## src/design/ist_pkg.sv

```systemverilog
`timescale 1ns / 1ps
package ist_pkg;

    localparam int UNIVERSE_BITS_DEF = 16;
    localparam int WORD_LOG_MAX      = 6;
    localparam int VALUE_W           = 16;
    localparam int CMD_W             = 2;
    localparam int S_TDATA_W         = 24;
    localparam int M_TDATA_W         = 40;

    typedef enum logic [CMD_W-1:0] {
        CMD_INSERT = 2'd0,
        CMD_REMOVE = 2'd1,
        CMD_QUERY  = 2'd2,
        CMD_SPARE  = 2'd3
    } cmd_t;

    typedef enum logic [3:0] {
        ST_CLEAR,
        ST_IDLE,
        ST_LOOKUP,
        ST_CSCAN,
        ST_MINSUM,
        ST_MINCL,
        ST_MAXSUM,
        ST_MAXCL,
        ST_DONE
    } seq_state_t;

    typedef struct packed {
        logic               is_empty;
        logic [VALUE_W-1:0] max_value;
        logic [VALUE_W-1:0] min_value;
        logic               was_member;
    } result_t;

    function automatic logic [WORD_LOG_MAX-1:0] lowest_one(input logic [63:0] w);
        logic [WORD_LOG_MAX-1:0] pos;
        pos = '0;
        for (int i = 63; i >= 0; i--) begin
            if (w[i]) begin
                pos = WORD_LOG_MAX'(i);
            end
        end
        return pos;
    endfunction

    function automatic logic [WORD_LOG_MAX-1:0] highest_one(input logic [63:0] w);
        logic [WORD_LOG_MAX-1:0] pos;
        pos = '0;
        for (int i = 0; i < 64; i++) begin
            if (w[i]) begin
                pos = WORD_LOG_MAX'(i);
            end
        end
        return pos;
    endfunction

endpackage

```

## src/design/ist_seq.sv

```systemverilog
`timescale 1ns / 1ps
module ist_seq #(
    parameter int UNIVERSE_BITS = ist_pkg::UNIVERSE_BITS_DEF,
    parameter int WORD_W        = 64,
    parameter int MEM_AW        = 10,
    parameter int SUM_W         = 16,
    parameter int SUM_AW        = 1
) (
    input  logic                       aclk,
    input  logic                       aresetn,
    input  logic                       in_valid,
    output logic                       in_ready,
    input  logic [ist_pkg::CMD_W-1:0]  in_command,
    input  logic [ist_pkg::VALUE_W-1:0] in_value,
    output logic                       mem_we,
    output logic [MEM_AW-1:0]          mem_waddr,
    output logic [WORD_W-1:0]          mem_wdata,
    output logic [MEM_AW-1:0]          mem_raddr,
    input  logic [WORD_W-1:0]          mem_rdata,
    output logic                       sum_we,
    output logic [SUM_AW-1:0]          sum_waddr,
    output logic [SUM_W-1:0]           sum_wdata,
    output logic [SUM_AW-1:0]          sum_raddr,
    input  logic [SUM_W-1:0]           sum_rdata,
    output logic                       res_valid,
    input  logic                       res_free,
    output ist_pkg::result_t           res
);
    import ist_pkg::*;

    localparam int UB        = UNIVERSE_BITS;
    localparam int LOW_BITS  = UB / 2;
    localparam int HIGH_BITS = UB - LOW_BITS;
    localparam int WLOG      = (LOW_BITS < WORD_LOG_MAX) ? LOW_BITS : WORD_LOG_MAX;
    localparam int CW_LOG    = LOW_BITS - WLOG;
    localparam int CPW       = 1 << CW_LOG;
    localparam int SLOG      = (HIGH_BITS < WORD_LOG_MAX) ? HIGH_BITS : WORD_LOG_MAX;
    localparam int SD_LOG    = HIGH_BITS - SLOG;
    localparam int SUM_DEPTH = 1 << SD_LOG;
    localparam int CNT_W0    = (CW_LOG > SD_LOG) ? CW_LOG : SD_LOG;
    localparam int CNT_W     = (CNT_W0 > 0) ? CNT_W0 : 1;

    seq_state_t           state_reg, state_next;
    cmd_t                 cmd_reg, cmd_next;
    logic [UB-1:0]        v_reg, v_next;
    logic [HIGH_BITS-1:0] clus_reg, clus_next;
    logic [CNT_W-1:0]     cnt_reg, cnt_next;
    logic                 prim_reg, prim_next;
    logic                 was_reg, was_next;
    logic [SUM_W-1:0]     sword_reg, sword_next;
    logic [UB-1:0]        low_reg, low_next;
    logic [UB-1:0]        high_reg, high_next;
    logic                 empty_reg, empty_next;
    logic [MEM_AW-1:0]    clr_reg, clr_next;

    logic [HIGH_BITS-1:0] v_hi;
    logic [WLOG-1:0]      v_bit;
    logic [SLOG-1:0]      s_bit;
    logic [SUM_AW-1:0]    s_word;
    logic                 fwd;
    logic [CNT_W-1:0]     rd_cnt;
    logic [CNT_W-1:0]     cl_idx, sm_idx, rd_cl_idx, rd_sm_idx;
    logic                 cl_last, sm_last;
    logic                 mem_hit, sum_hit;
    logic [WLOG-1:0]      mem_pos;
    logic [SLOG-1:0]      sum_pos;
    logic [HIGH_BITS-1:0] found_clus;
    logic [UB-1:0]        found_val;
    logic                 go_min, go_max;
    logic [WORD_W-1:0]    v_mask;
    logic [SUM_W-1:0]     s_mask;
    logic                 in_hit;

    assign v_hi    = v_reg[UB-1:LOW_BITS];
    assign v_bit   = v_reg[WLOG-1:0];
    assign s_bit   = v_hi[SLOG-1:0];
    assign s_word  = SUM_AW'(v_hi >> SLOG);
    assign v_mask  = WORD_W'(1) << v_bit;
    assign s_mask  = SUM_W'(1) << s_bit;
    assign fwd     = state_reg inside {ST_CSCAN, ST_MINSUM, ST_MINCL};
    assign rd_cnt  = prim_reg ? cnt_reg + CNT_W'(1) : cnt_reg;
    assign cl_idx  = fwd ? cnt_reg : CNT_W'(CPW - 1) - cnt_reg;
    assign sm_idx  = fwd ? cnt_reg : CNT_W'(SUM_DEPTH - 1) - cnt_reg;
    assign rd_cl_idx = fwd ? rd_cnt : CNT_W'(CPW - 1) - rd_cnt;
    assign rd_sm_idx = fwd ? rd_cnt : CNT_W'(SUM_DEPTH - 1) - rd_cnt;
    assign cl_last = (cnt_reg == CNT_W'(CPW - 1));
    assign sm_last = (cnt_reg == CNT_W'(SUM_DEPTH - 1));
    assign mem_hit = (mem_rdata != '0);
    assign sum_hit = (sum_rdata != '0);
    assign mem_pos = fwd ? WLOG'(lowest_one(64'(mem_rdata)))
                         : WLOG'(highest_one(64'(mem_rdata)));
    assign sum_pos = fwd ? SLOG'(lowest_one(64'(sum_rdata)))
                         : SLOG'(highest_one(64'(sum_rdata)));
    assign found_clus = (HIGH_BITS'(sm_idx) << SLOG) | HIGH_BITS'(sum_pos);
    assign found_val  = (UB'(clus_reg) << LOW_BITS) | (UB'(cl_idx) << WLOG) | UB'(mem_pos);
    assign go_min  = (v_reg == low_reg);
    assign go_max  = (v_reg == high_reg);
    assign in_hit  = in_valid && in_ready;

    always_ff @(posedge aclk) begin
        if (!aresetn) begin
            state_reg <= ST_CLEAR;
            clr_reg   <= '0;
            low_reg   <= '0;
            high_reg  <= '0;
            empty_reg <= 1'b1;
            prim_reg  <= 1'b0;
        end else begin
            state_reg <= state_next;
            clr_reg   <= clr_next;
            low_reg   <= low_next;
            high_reg  <= high_next;
            empty_reg <= empty_next;
            prim_reg  <= prim_next;
        end
        cmd_reg   <= cmd_next;
        v_reg     <= v_next;
        clus_reg  <= clus_next;
        cnt_reg   <= cnt_next;
        was_reg   <= was_next;
        sword_reg <= sword_next;
    end

    always_comb begin
        state_next = state_reg;
        cmd_next   = cmd_reg;
        v_next     = v_reg;
        clus_next  = clus_reg;
        cnt_next   = cnt_reg;
        prim_next  = prim_reg;
        was_next   = was_reg;
        sword_next = sword_reg;
        low_next   = low_reg;
        high_next  = high_reg;
        empty_next = empty_reg;
        clr_next   = clr_reg;
        in_ready   = 1'b0;
        res_valid  = 1'b0;
        mem_we     = 1'b0;
        mem_waddr  = v_reg[UB-1:WLOG];
        mem_wdata  = mem_rdata;
        sum_we     = 1'b0;
        sum_waddr  = s_word;
        sum_wdata  = sword_reg;
        mem_raddr  = (MEM_AW'(clus_reg) << CW_LOG) + MEM_AW'(rd_cl_idx);
        sum_raddr  = SUM_AW'(rd_sm_idx);
        res.was_member = was_reg;
        res.min_value  = VALUE_W'(low_reg);
        res.max_value  = VALUE_W'(high_reg);
        res.is_empty   = empty_reg;

        case (state_reg)
            ST_CLEAR: begin
                mem_we    = 1'b1;
                mem_waddr = clr_reg;
                mem_wdata = '0;
                sum_we    = (clr_reg <= MEM_AW'(SUM_DEPTH - 1));
                sum_waddr = SUM_AW'(clr_reg);
                sum_wdata = '0;
                clr_next  = clr_reg + MEM_AW'(1);
                if (clr_reg == '1) begin
                    state_next = ST_IDLE;
                end
            end
            ST_IDLE: begin
                in_ready  = 1'b1;
                mem_raddr = MEM_AW'(UB'(in_value) >> WLOG);
                sum_raddr = SUM_AW'(UB'(in_value) >> (LOW_BITS + SLOG));
                if (in_hit) begin
                    cmd_next   = cmd_t'(in_command);
                    v_next     = UB'(in_value);
                    state_next = ST_LOOKUP;
                end
            end
            ST_LOOKUP: begin
                was_next   = mem_rdata[v_bit];
                sword_next = sum_rdata;
                clus_next  = v_hi;
                cnt_next   = '0;
                prim_next  = 1'b0;
                state_next = ST_DONE;
                if (cmd_reg == CMD_INSERT && !mem_rdata[v_bit]) begin
                    mem_we    = 1'b1;
                    mem_wdata = mem_rdata | v_mask;
                    sum_we    = 1'b1;
                    sum_wdata = sum_rdata | s_mask;
                    if (empty_reg) begin
                        low_next   = v_reg;
                        high_next  = v_reg;
                        empty_next = 1'b0;
                    end else begin
                        if (v_reg < low_reg) begin
                            low_next = v_reg;
                        end
                        if (v_reg > high_reg) begin
                            high_next = v_reg;
                        end
                    end
                end else if (cmd_reg == CMD_REMOVE && mem_rdata[v_bit]) begin
                    mem_we     = 1'b1;
                    mem_wdata  = mem_rdata & ~v_mask;
                    state_next = ST_CSCAN;
                end
            end
            ST_CSCAN, ST_MINCL, ST_MAXCL: begin
                if (!prim_reg) begin
                    prim_next = 1'b1;
                end else if (mem_hit || cl_last) begin
                    prim_next = 1'b0;
                    cnt_next  = '0;
                    if (state_reg == ST_CSCAN) begin
                        if (!mem_hit) begin
                            sum_we    = 1'b1;
                            sum_wdata = sword_reg & ~s_mask;
                        end
                        state_next = go_min ? ST_MINSUM : (go_max ? ST_MAXSUM : ST_DONE);
                    end else if (state_reg == ST_MINCL) begin
                        if (mem_hit) begin
                            low_next = found_val;
                        end
                        state_next = go_max ? ST_MAXSUM : ST_DONE;
                    end else begin
                        if (mem_hit) begin
                            high_next = found_val;
                        end
                        state_next = ST_DONE;
                    end
                end else begin
                    cnt_next = cnt_reg + CNT_W'(1);
                end
            end
            ST_MINSUM, ST_MAXSUM: begin
                if (!prim_reg) begin
                    prim_next = 1'b1;
                end else if (sum_hit) begin
                    prim_next  = 1'b0;
                    cnt_next   = '0;
                    clus_next  = found_clus;
                    state_next = (state_reg == ST_MINSUM) ? ST_MINCL : ST_MAXCL;
                end else if (sm_last) begin
                    prim_next  = 1'b0;
                    empty_next = 1'b1;
                    low_next   = '0;
                    high_next  = '0;
                    state_next = ST_DONE;
                end else begin
                    cnt_next = cnt_reg + CNT_W'(1);
                end
            end
            ST_DONE: begin
                res_valid = 1'b1;
                if (res_free) begin
                    state_next = ST_IDLE;
                end
            end
            default: begin
                state_next = ST_IDLE;
            end
        endcase
    end

`ifndef ASSERT_OFF
    a_accept_leaves_idle: assert property (@(posedge aclk) disable iff (!aresetn)
        in_hit |=> state_reg == ST_LOOKUP)
        else $error("accepted transaction did not start a lookup");
    a_empty_marks_zero: assert property (@(posedge aclk) disable iff (!aresetn)
        empty_reg |-> (low_reg == '0 && high_reg == '0))
        else $error("empty set with nonzero extremes");
    a_marks_ordered: assert property (@(posedge aclk) disable iff (!aresetn)
        !empty_reg |-> low_reg <= high_reg)
        else $error("minimum above maximum");
    a_no_result_in_clear: assert property (@(posedge aclk) disable iff (!aresetn)
        state_reg == ST_CLEAR |-> !res_valid && !in_ready)
        else $error("traffic during clearing pass");
`endif

endmodule

```

## config.mk

```make
export PLATFORM = sky130hd
export DESIGN_NAME = ist_seq
export DESIGN_NICKNAME = d
export VERILOG_FILES = /design/src/design/ist_pkg.sv /design/src/design/ist_seq.sv
export SDC_FILE = /design/constraint.sdc
export NUM_CORES = 1
export LEC_CHECK = 0
export BUFFER_PORTS_ARGS = -buffer_cell sky130_fd_sc_hd__buf_2
export CORE_MARGIN = 2
export CORE_UTILIZATION = 35
export DETAILED_ROUTE_END_ITERATION = 8
export PLACE_DENSITY = 0.53
export SYNTH_ARGS = -nofsm -noshare
export SYNTH_HDL_FRONTEND = slang
export SYNTH_SLANG_ARGS = --single-unit
export TNS_END_PERCENT = 5
```

## constraint.sdc

```tcl
create_clock -name aclk -period 11.1 [get_ports aclk]
set_input_delay 2.22 -clock aclk [delete_from_list [all_inputs] [get_ports aclk]]
set_output_delay 2.22 -clock aclk [all_outputs]
set_load 0.05 [all_outputs]
```

==> results of run 1 <==
-- worst min-delay path by stage --
stage	end	depth (start not counted)
6_report	low_reg[3]	2
5_1_grt	high_reg[2]	2
4_1_cts	low_reg[13]	2
3_5_place_dp	low_reg[13]	2
3_3_place_gp	low_reg[11]	2
2_1_floorplan	clr_reg[1]	2
-- layout by cell type (no fill, tap or decap), drive strengths merged, types with 16 or more instances in the layout --
master,Yosys,routed
mux2i,41,41
dfxtp,48,48
buf,19,254
nor2,87,87
nand3,46,46
nor4,29,29
nor3,33,33
o21ai,134,134
nor2b,20,20
nand2,175,175
o211ai,20,20
o311ai,68,68
a21oi,66,66
ha,34,34
edfxtp,45,45
inv,65,66
mux4,16,16
-- logic make-up (layout without fill, tap and decap cells) --
group	after synthesis	in the layout	share of synthesized area [%]
DFF	93	93	26.01
muxes	57	57	8.880
and+or+nand+nor	446	446	23.50
xor gates and xnor gates	13	13	1.281
buffers and inverters	145	337	6.698
AOI/OAI and AO/OA	388	388	28.85
adders and majority gates	34	34	4.785
-- metal layers --
metal	GRT usage, %	part of all wire (%)	up-vias	wire (um)
met5	0	0	-	0
met4	10.98	3.3	0	1308
met3	7.263	10	93	3930
met2	44.73	45	617	17830
met1	38.28	41	4978	16260
li1	-	-	4835	-
-- power groups by stage --
stage | combinational [mW] | sequential, mW | clock, mW
5_1_grt | 1.81 | 0.486 | 0.350
3_3_place_gp | 1.69 | 0.487 | 0
3_5_place_dp | 1.69 | 0.487 | 0
6_report | 1.71 | 0.480 | 0.331
2_1_floorplan | 1.18 | 0.532 | 0
4_1_cts | 1.69 | 0.480 | 0.337
-- cells in the mapped netlist (5+ instances only) --
master	count
sky130_fd_sc_hd__a211oi_1	8
sky130_fd_sc_hd__a21o_1	8
sky130_fd_sc_hd__a21oi_1	65
sky130_fd_sc_hd__a22o_1	8
sky130_fd_sc_hd__a22oi_1	5
sky130_fd_sc_hd__a31oi_1	13
sky130_fd_sc_hd__and2_1	9
sky130_fd_sc_hd__and3_1	12
sky130_fd_sc_hd__buf_1	6
sky130_fd_sc_hd__buf_2	5
sky130_fd_sc_hd__clkbuf_1	59
sky130_fd_sc_hd__dfxtp_1	48
sky130_fd_sc_hd__edfxtp_1	45
sky130_fd_sc_hd__ha_1	34
sky130_fd_sc_hd__inv_1	65
sky130_fd_sc_hd__mux2i_1	41
sky130_fd_sc_hd__mux4_1	5
sky130_fd_sc_hd__mux4_2	11
sky130_fd_sc_hd__nand2_1	175
sky130_fd_sc_hd__nand2b_1	5
sky130_fd_sc_hd__nand3_1	46
sky130_fd_sc_hd__nand4_1	11
sky130_fd_sc_hd__nor2_1	86
sky130_fd_sc_hd__nor2b_1	20
sky130_fd_sc_hd__nor3_1	31
sky130_fd_sc_hd__nor4_1	26
sky130_fd_sc_hd__o2111ai_1	5
sky130_fd_sc_hd__o211ai_1	20
sky130_fd_sc_hd__o21ai_0	112
sky130_fd_sc_hd__o21ai_1	22
sky130_fd_sc_hd__o311ai_0	68
sky130_fd_sc_hd__o31ai_1	13
sky130_fd_sc_hd__or4_1	7
sky130_fd_sc_hd__xnor2_1	6
sky130_fd_sc_hd__xor2_1	7
-- worst max-delay path, stage by stage --
cell                        delay [ps]
sky130_fd_sc_hd__buf_2             160
sky130_fd_sc_hd__mux4_1            520
sky130_fd_sc_hd__mux2i_1           140
sky130_fd_sc_hd__o2111ai_1         150
sky130_fd_sc_hd__a21o_1            260
sky130_fd_sc_hd__a211o_4           390
sky130_fd_sc_hd__nor2_4            500
sky130_fd_sc_hd__nand3_1           800
sky130_fd_sc_hd__o21ai_0           630
sky130_fd_sc_hd__buf_2             350
-- area by class of cell --
type,count,area share (%)
Sequential cell,93,21.81
Multi-Input combinational cell,938,56.63
Timing Repair Buffer,254,12.30
Clock inverter,4,0.3658
Inverter,67,2.372
Tap cell,330,3.894
Clock buffer,12,2.632
==> run summary, run 1 <==
The synthesized design contains 45 enable-type register cells. The worst hold-check path type was flop to flop. The logs give 10600 um^2 for the final design instance area without fill and 242 for the total I/O pin count. Remaining antenna violation count: 0. Setup repair after global routing left no endpoint under its margin. Summing all placed instances gives a cell area of 10280 um^2. The repair_antennas step left the layout with diodes totalling 0. The root buffer cell chosen for the clock tree is sky130_fd_sc_hd__clkbuf_16. The nature of the critical path startpoint is an input port.

The actual transition at the worst max-transition pin was 1176 ps. The run gives 0 as the total of cells resized after clock tree synthesis. Dividing the final minimum period by the clock period gives 75.28%. The share of synthesized flip-flops with an asynchronous set or reset is 0%, and the total of fill cells in the finished design is 2622. The netlist uses 66 different library cells.

Count of port buffers added during placement: 241. The final number of hold-violating endpoints came out at 0. Overall power after layout: 2.519 mW. The run gives 477.5 ps as the worst-case hold slack. The share of the synthesized area in the top cell type is 15.20%, and the number of buffers added by the clock tree synthesis step is 9. Measured against its own limit, the worst slew margin works out to 21.03%. The global-route usage over all layers came out at 28.75%. The post-route minimum period is 8356 ps. The endpoint identified for the worst register-to-register timing path is state_reg[3].

Buffers added to address setup during post-CTS repair amount to 0. The synthesis-stage register bit count was 93. The timing startpoint of the critical path is mem_rdata[1]. TritonCTS built the clock tree. Timing would allow up to 119.7 MHz.

In this run the most critical hold path is launched from low_reg[3]. Summed over all failing endpoints, the final setup total negative slack is 0 ps. The analysis attributes to net switching a power of 1.522 mW.

The cell count after synthesis came out at 1176. Detailed placement finished with a half-perimeter wire length of 29.77 mm. For this design the static power due to leakage is 4.071 nW. Setup slack closes at 2744 ps. At the end of the flow the core is filled with cells to 42.35%. In this run the deepest clock path goes through 2 buffers. Registers take 2312 um^2. Number of antenna violations at the first check in global routing: 0. The tools report the flop-to-flop setup slack as 7450 ps. Ranked by total cell area, the synthesized netlist is headed by sky130_fd_sc_hd__edfxtp_1 (15%), sky130_fd_sc_hd__dfxtp_1 (11%), sky130_fd_sc_hd__nand2_1 (7.4%). The worst setup skew after layout was 13.76 ps; the synthesized net count was 1312. The overall via count from detail_route was 10523. The library cell with the largest summed area after synthesis is sky130_fd_sc_hd__edfxtp_1. Cells with a size suffix above 1 make up 21.56% of the layout. The sequential power share came out at 19.1%. The end point of the critical path is mem_wdata[47]. The die extent in x works out to 163.4 um.

Setup violations remaining at the end of the flow were counted as 0. The flow ran to the end, and the final reports show no timing, DRC or antenna violations. The internal power component is 997.0 uW, and the effective utilization at floorplan is 35.51%. Max-cap violations in this run came to 0. For this run the aggregate overflow at the end of global routing stands at 0. The die is 163.4 um tall.

The floorplan step defined a core boundary enclosing 25040 um^2. The floorplan step defined a die boundary enclosing 26690 um^2. The average instance in the mapped netlist occupies 7.560 um^2. The first-pass iteration count of the detailed router is 6. The data arrival time of the critical path is 6140 ps, and the largest fanout on the critical path is 23.

Path type of the worst setup path: input port to primary output. Relative to the synthesized area, the layout overhead comes to 19.25%. Final RePlAce weighted congestion: 0.9487. The floorplan has 58 rows. The clock share of power was 13.1%. The logs give 58.75 mm for the wire length of the first global-routing pass and 6005 um^2 for the combined area of the multi-input logic cells. The most common flop cell mapped by yosys is sky130_fd_sc_hd__dfxtp_1. The number of cells on the worst reg-to-reg path was 8. Dividing the detail-routed wire length by the instance count gives 23.16 um.

The CTS H-tree depth is 3. The endpoint class of the critical path is a primary output. For this run, design rule violations remaining after detail routing come to 0. The synthesized netlist occupies a cell area of 8891 um^2. The final layout contains routed wiring with a total length of 39.33 mm. Using the TritonRoute via totals, the vias-per-cell ratio works out to 6.197. The CTS clock-pin slew for the worst setup and hold paths came out at 80 ps. STA puts the critical path data required time at 8880 ps. In this run, the number of DRC markers left after iteration 0 of detailed routing was 1170. The power density of the placed cells works out to 237.6 nW/um^2.

CTS saw 93 sinks. Summing the sequential cell areas from Yosys gives 26.01% of the chip area. The run gives 1698 as the final standard cell count with taps included and fillers excluded. For the worst-skew pair, the clock arrives at the later sink with an insertion delay of 360 ps. Net switching is 60.42% of the power. Of the total power, combinational logic draws 67.8%. The run gives 0 as the number of pins with negative max-slew slack in the final report. The number of cells after detailed placement was 1682.

Before CTS, the worst setup slack after placement is 2877 ps. For the layout net count, the log shows 1499. In this run the critical register-to-register path is launched from v_reg[3].

IR analysis of the VDD net gives a maximum drop of 0.0001626 V. Entering global routing, the biggest net connects 60 pins. The number of warnings printed during yosys synthesis came out at 0. The via count of the first global-routing pass was 9795.

In this run, post-CTS hold repair placed 0 buffers.
Note: power is estimated with default switching activity, not from simulation.
==> inputs of run 2 (changes only) <==
ABC_AREA = 1   (was unset)
PLACE_DENSITY = 0.55   (was 0.53)
clock period = 7.21 ns   (was 11.1 ns; I/O delays follow)
==> run 2 against run 1 <==
Against the previous run:
- setup slack got worse by 1900 ps
- combinational power decreased by 90%
- clock skew decreased by 1.0 ps
- global-route usage decreased by 0.87 points
- cell area increased by 3.1%
- non-clock buffer count increased by 1
- critical path depth increased by 7
- clock power increased by 57%
- first-iteration DRC count increased by 5.0%
- final cell count increased by 22%
- sequential share of layout area decreased by 0.65 points
- synthesized area increased by 2.6%
- critical endpoint is now mem_wdata[13]
- largest cell class unchanged
- highest routed layer is now met5
==> run summary, run 2 <==
The average size of a mapped cell was 5.944 um^2; the power density of the placed cells was 114.3 nW/um^2. TritonCTS built the clock tree. Synthesis inferred 93 register bits. For the flop-to-flop setup slack, the log shows 3100 ps.

After synthesis, the cell types taking the most area are sky130_fd_sc_hd__edfxtp_1 (15%), sky130_fd_sc_hd__nand2_1 (15%), sky130_fd_sc_hd__dfxtp_1 (11%). The number of clock buffers added by TritonCTS is 9. The worst hold-check path type was flop to flop. Setup repair after global routing left no endpoint under its margin. Post-synth design cell area: 9124 um^2. The number of pins with negative max-slew slack in the final report is 0, and the number of cells on the worst reg-to-reg path is 14. The share of the clock period used by the worst path came out at 88.39%.

After clock tree synthesis, the clock-pin slew on the worst setup and hold paths is 80 ps. Headroom to the max-slew limit came out at 17.48%. The total area inside the core boundary comes to 25840 um^2. Counting distinct cell types in the post-synthesis netlist gives 47.

For the number of buffers inserted by hold repair at cts, the log shows 0. The count of mapped cells out of synthesis came out at 1535. For this design the static power due to leakage is 5.092 nW.

The peak supply drop is 0.0001164 V, and the final number of hold-violating endpoints is 0. The cell count of the worst hold path works out to 2. The library cells used most frequently in the layout, excluding fill and tap cells, are sky130_fd_sc_hd__nand2_1 (355), sky130_fd_sc_hd__buf_2 (241), sky130_fd_sc_hd__inv_1 (205). Power comes to 1.249 mW. The tools report the maximum achievable frequency as 156.9 MHz. Measured along the x axis, the die boundary spans 165.5 um.

The synthesized design devotes to its leading area cell type 14.81% of total area. Max-cap violations in this run came to 0. The most used flip-flop cell after synthesis is sky130_fd_sc_hd__dfxtp_1. Cells with a size suffix above 1 make up 19.23% of the layout. Clock skew on the completed layout was measured at 12.73 ps. The logs give 242 for the total I/O pin count and 25.34% for the fraction of the yosys area taken by sequential cells. After legalization and detailed placement, the total HPWL measured 30.30 mm.

Count of port buffers added during placement: 241. The run gives 0 ps as the sum of negative setup slack. The first-pass iteration count of the detailed router is 6, and the total congestion overflow after global routing is 0.

In this run the deepest clock path goes through 2 buffers. The tools report the remaining design rule violation count as 0. The logs give 10060 for the via count of the first global-routing pass and 1229 for the violation count after the first detailed-route iteration. The H-tree was split into 3 levels. The path with the worst hold slack has its endpoint at high_reg[10]. The post-route minimum period is 6373 ps.

The y dimension of the die works out to 165.5 um. Including well taps, the total number of placed cells is 2056. The number of nets handed over by synthesis was 1671. For the final RePlAce weighted congestion, the log shows 0.9338. By startpoint and endpoint, the worst setup path is classified as input port to primary output. The detailed router placed 11222 vias in this run. Once detail routing completed, the nets flagged for antenna violations numbered 0. Entering global routing, the biggest net connects 67 pins. The layout net count was 1868. Number of enable-type register cells in the synthesized netlist: 45. The logs give 0 for the total of cells resized after clock tree synthesis and 93 for the TritonCTS sink count. The die covers 27380 um^2.

The actual transition at the worst max-transition pin works out to 1233 ps. The worst reg2reg path startpoint was v_reg[1]. After detailed routing, the average wire length per cell comes to 18.76 um. The logs give 38.96 mm for the total wire length and 27.88% for the global-route usage over all layers. In the post-synthesis netlist, the cell with the most instances is sky130_fd_sc_hd__nand2_1. The run finished with clean final reports. After detailed routing, the number of vias per cell comes to 5.403.

The endpoint identified for the worst register-to-register timing path is low_reg[6]. The finished layout holds 2077 standard cells, fillers aside. The worst setup path is launched from an input port.

The tools report the number of antenna violations at the first check in global routing as 7. STA classifies the critical path endpoint as a primary output. Worst-case hold slack: 476.7 ps. The tools report the data arrival time of the critical path as 4930 ps. The share of synthesized flip-flops with an asynchronous set or reset is 0%, and the area overhead of the layout relative to synthesis is 19.78%.

Counting instances in the post-synthesis netlist gives the leading cell types as sky130_fd_sc_hd__nand2_1 (356), sky130_fd_sc_hd__inv_1 (205), sky130_fd_sc_hd__nor2_1 (189). The buffer count from post-CTS setup fixing was 0; the required time reported for the critical path endpoint was 5770 ps. Of all nets on the critical path, the largest fanout is 43. The synthesized design spends more area on one cell type than any other, namely sky130_fd_sc_hd__edfxtp_1. The root cell of the clock tree was sky130_fd_sc_hd__clkbuf_16.

The tools report the count of final setup violators as 0. For the worst-skew pair, the clock arrives at the later sink with an insertion delay of 360 ps. The library cell used most frequently in the layout, excluding fill and tap cells, is sky130_fd_sc_hd__nand2_1. The number of warnings printed during yosys synthesis came out at 0.

The initial utilization of the core area, before any placement, comes to 35.31%. The startpoint identified for the worst hold timing path is high_reg[10]. The wire length of the first global-routing pass is 57.94 mm.

Row generation in the floorplan step produced 59 rows.
==> run 2: changes by cell type after synthesis, sizes merged, moves of 16 or more <==
cell	delta
a21oi	+73
mux2i	-41
nor3	-22
o311ai	-63
nand2	+181
o22ai	+86
nor2	+102
inv	+190
clkinv	+21
mux4	-16
nor2b	-20
==> run 2: stage by stage <==
stage          worst slack, ps  utilization, %  instance area [um^2]
6_report                 837.2           42.30                 10930
5_1_grt                  643.3           42.28                 10920
4_1_cts                  913.1           42.25                 10920
3_5_place_dp             922.2           41.01                 10600
3_3_place_gp             910.1           41.01                 10600
2_1_floorplan             1771               -                  9124
==> run 2: worst max path at each step <==
| stage | from | endpoint | cells past startpoint |
|---|---|---|---|
| floorplan | mem_rdata[5] | mem_wdata[14] | 15 |
| global placement | mem_rdata[19] | mem_wdata[13] | 17 |
| detailed placement | mem_rdata[19] | mem_wdata[13] | 17 |
| CTS | mem_rdata[19] | mem_wdata[13] | 17 |
| global route | mem_rdata[19] | mem_wdata[13] | 17 |
| finish | mem_rdata[19] | mem_wdata[13] | 17 |
==> run 2: area by class of cell <==
cell class,instances,area [um^2]
fillers,2868,14910
repair buffers,255,1311
clock inverters,7,95.09
multi-input cells,1088,5383
well taps,335,419.2
inverters,285,1170
flip-flops and latches,93,2312
diodes,5,12.51
clock buffers,9,225.2
==> run 2: report_power, final <==
part,switching (mW),internal [mW]
clock network,0.241,0.279
logic,0.114,0.0610
registers,0.00150,0.552
==> run 2: critical path, cell delays in order <==
cell                       delay, ps
sky130_fd_sc_hd__buf_2           100
sky130_fd_sc_hd__inv_1           190
sky130_fd_sc_hd__o22ai_1         130
sky130_fd_sc_hd__a221oi_1        250
sky130_fd_sc_hd__nand2_1          80
sky130_fd_sc_hd__o211ai_1         90
sky130_fd_sc_hd__nand3_1         120
sky130_fd_sc_hd__nand3_1         180
sky130_fd_sc_hd__nand2_1         140
sky130_fd_sc_hd__nor3_1          270
sky130_fd_sc_hd__inv_2           100
sky130_fd_sc_hd__nor2_1          110
sky130_fd_sc_hd__buf_4           220
sky130_fd_sc_hd__inv_2           330
sky130_fd_sc_hd__buf_4           380
sky130_fd_sc_hd__o22ai_1         420
sky130_fd_sc_hd__buf_2           350
==> run 2: routing by layer <==
layer	vias to the layer above	global-route usage [%]	share of wire [%]
met3	86	4.995	7.9
met5	-	0	0.10
met2	524	44.76	45
met1	5126	37.25	43
met4	6	10.58	3.4
li1	5480	-	-
==> run 2: cells by family after synthesis <==
family | Yosys count | share of synthesized area (%)
XOR/XNOR | 4 | 0.3841
adder cells (fa/ha/maj) | 34 | 4.663
buffers and inverters | 354 | 15.80
AO/OA/AOI/OAI | 424 | 26.56
flip-flops | 93 | 25.34
AND/OR/NAND/NOR | 626 | 27.25
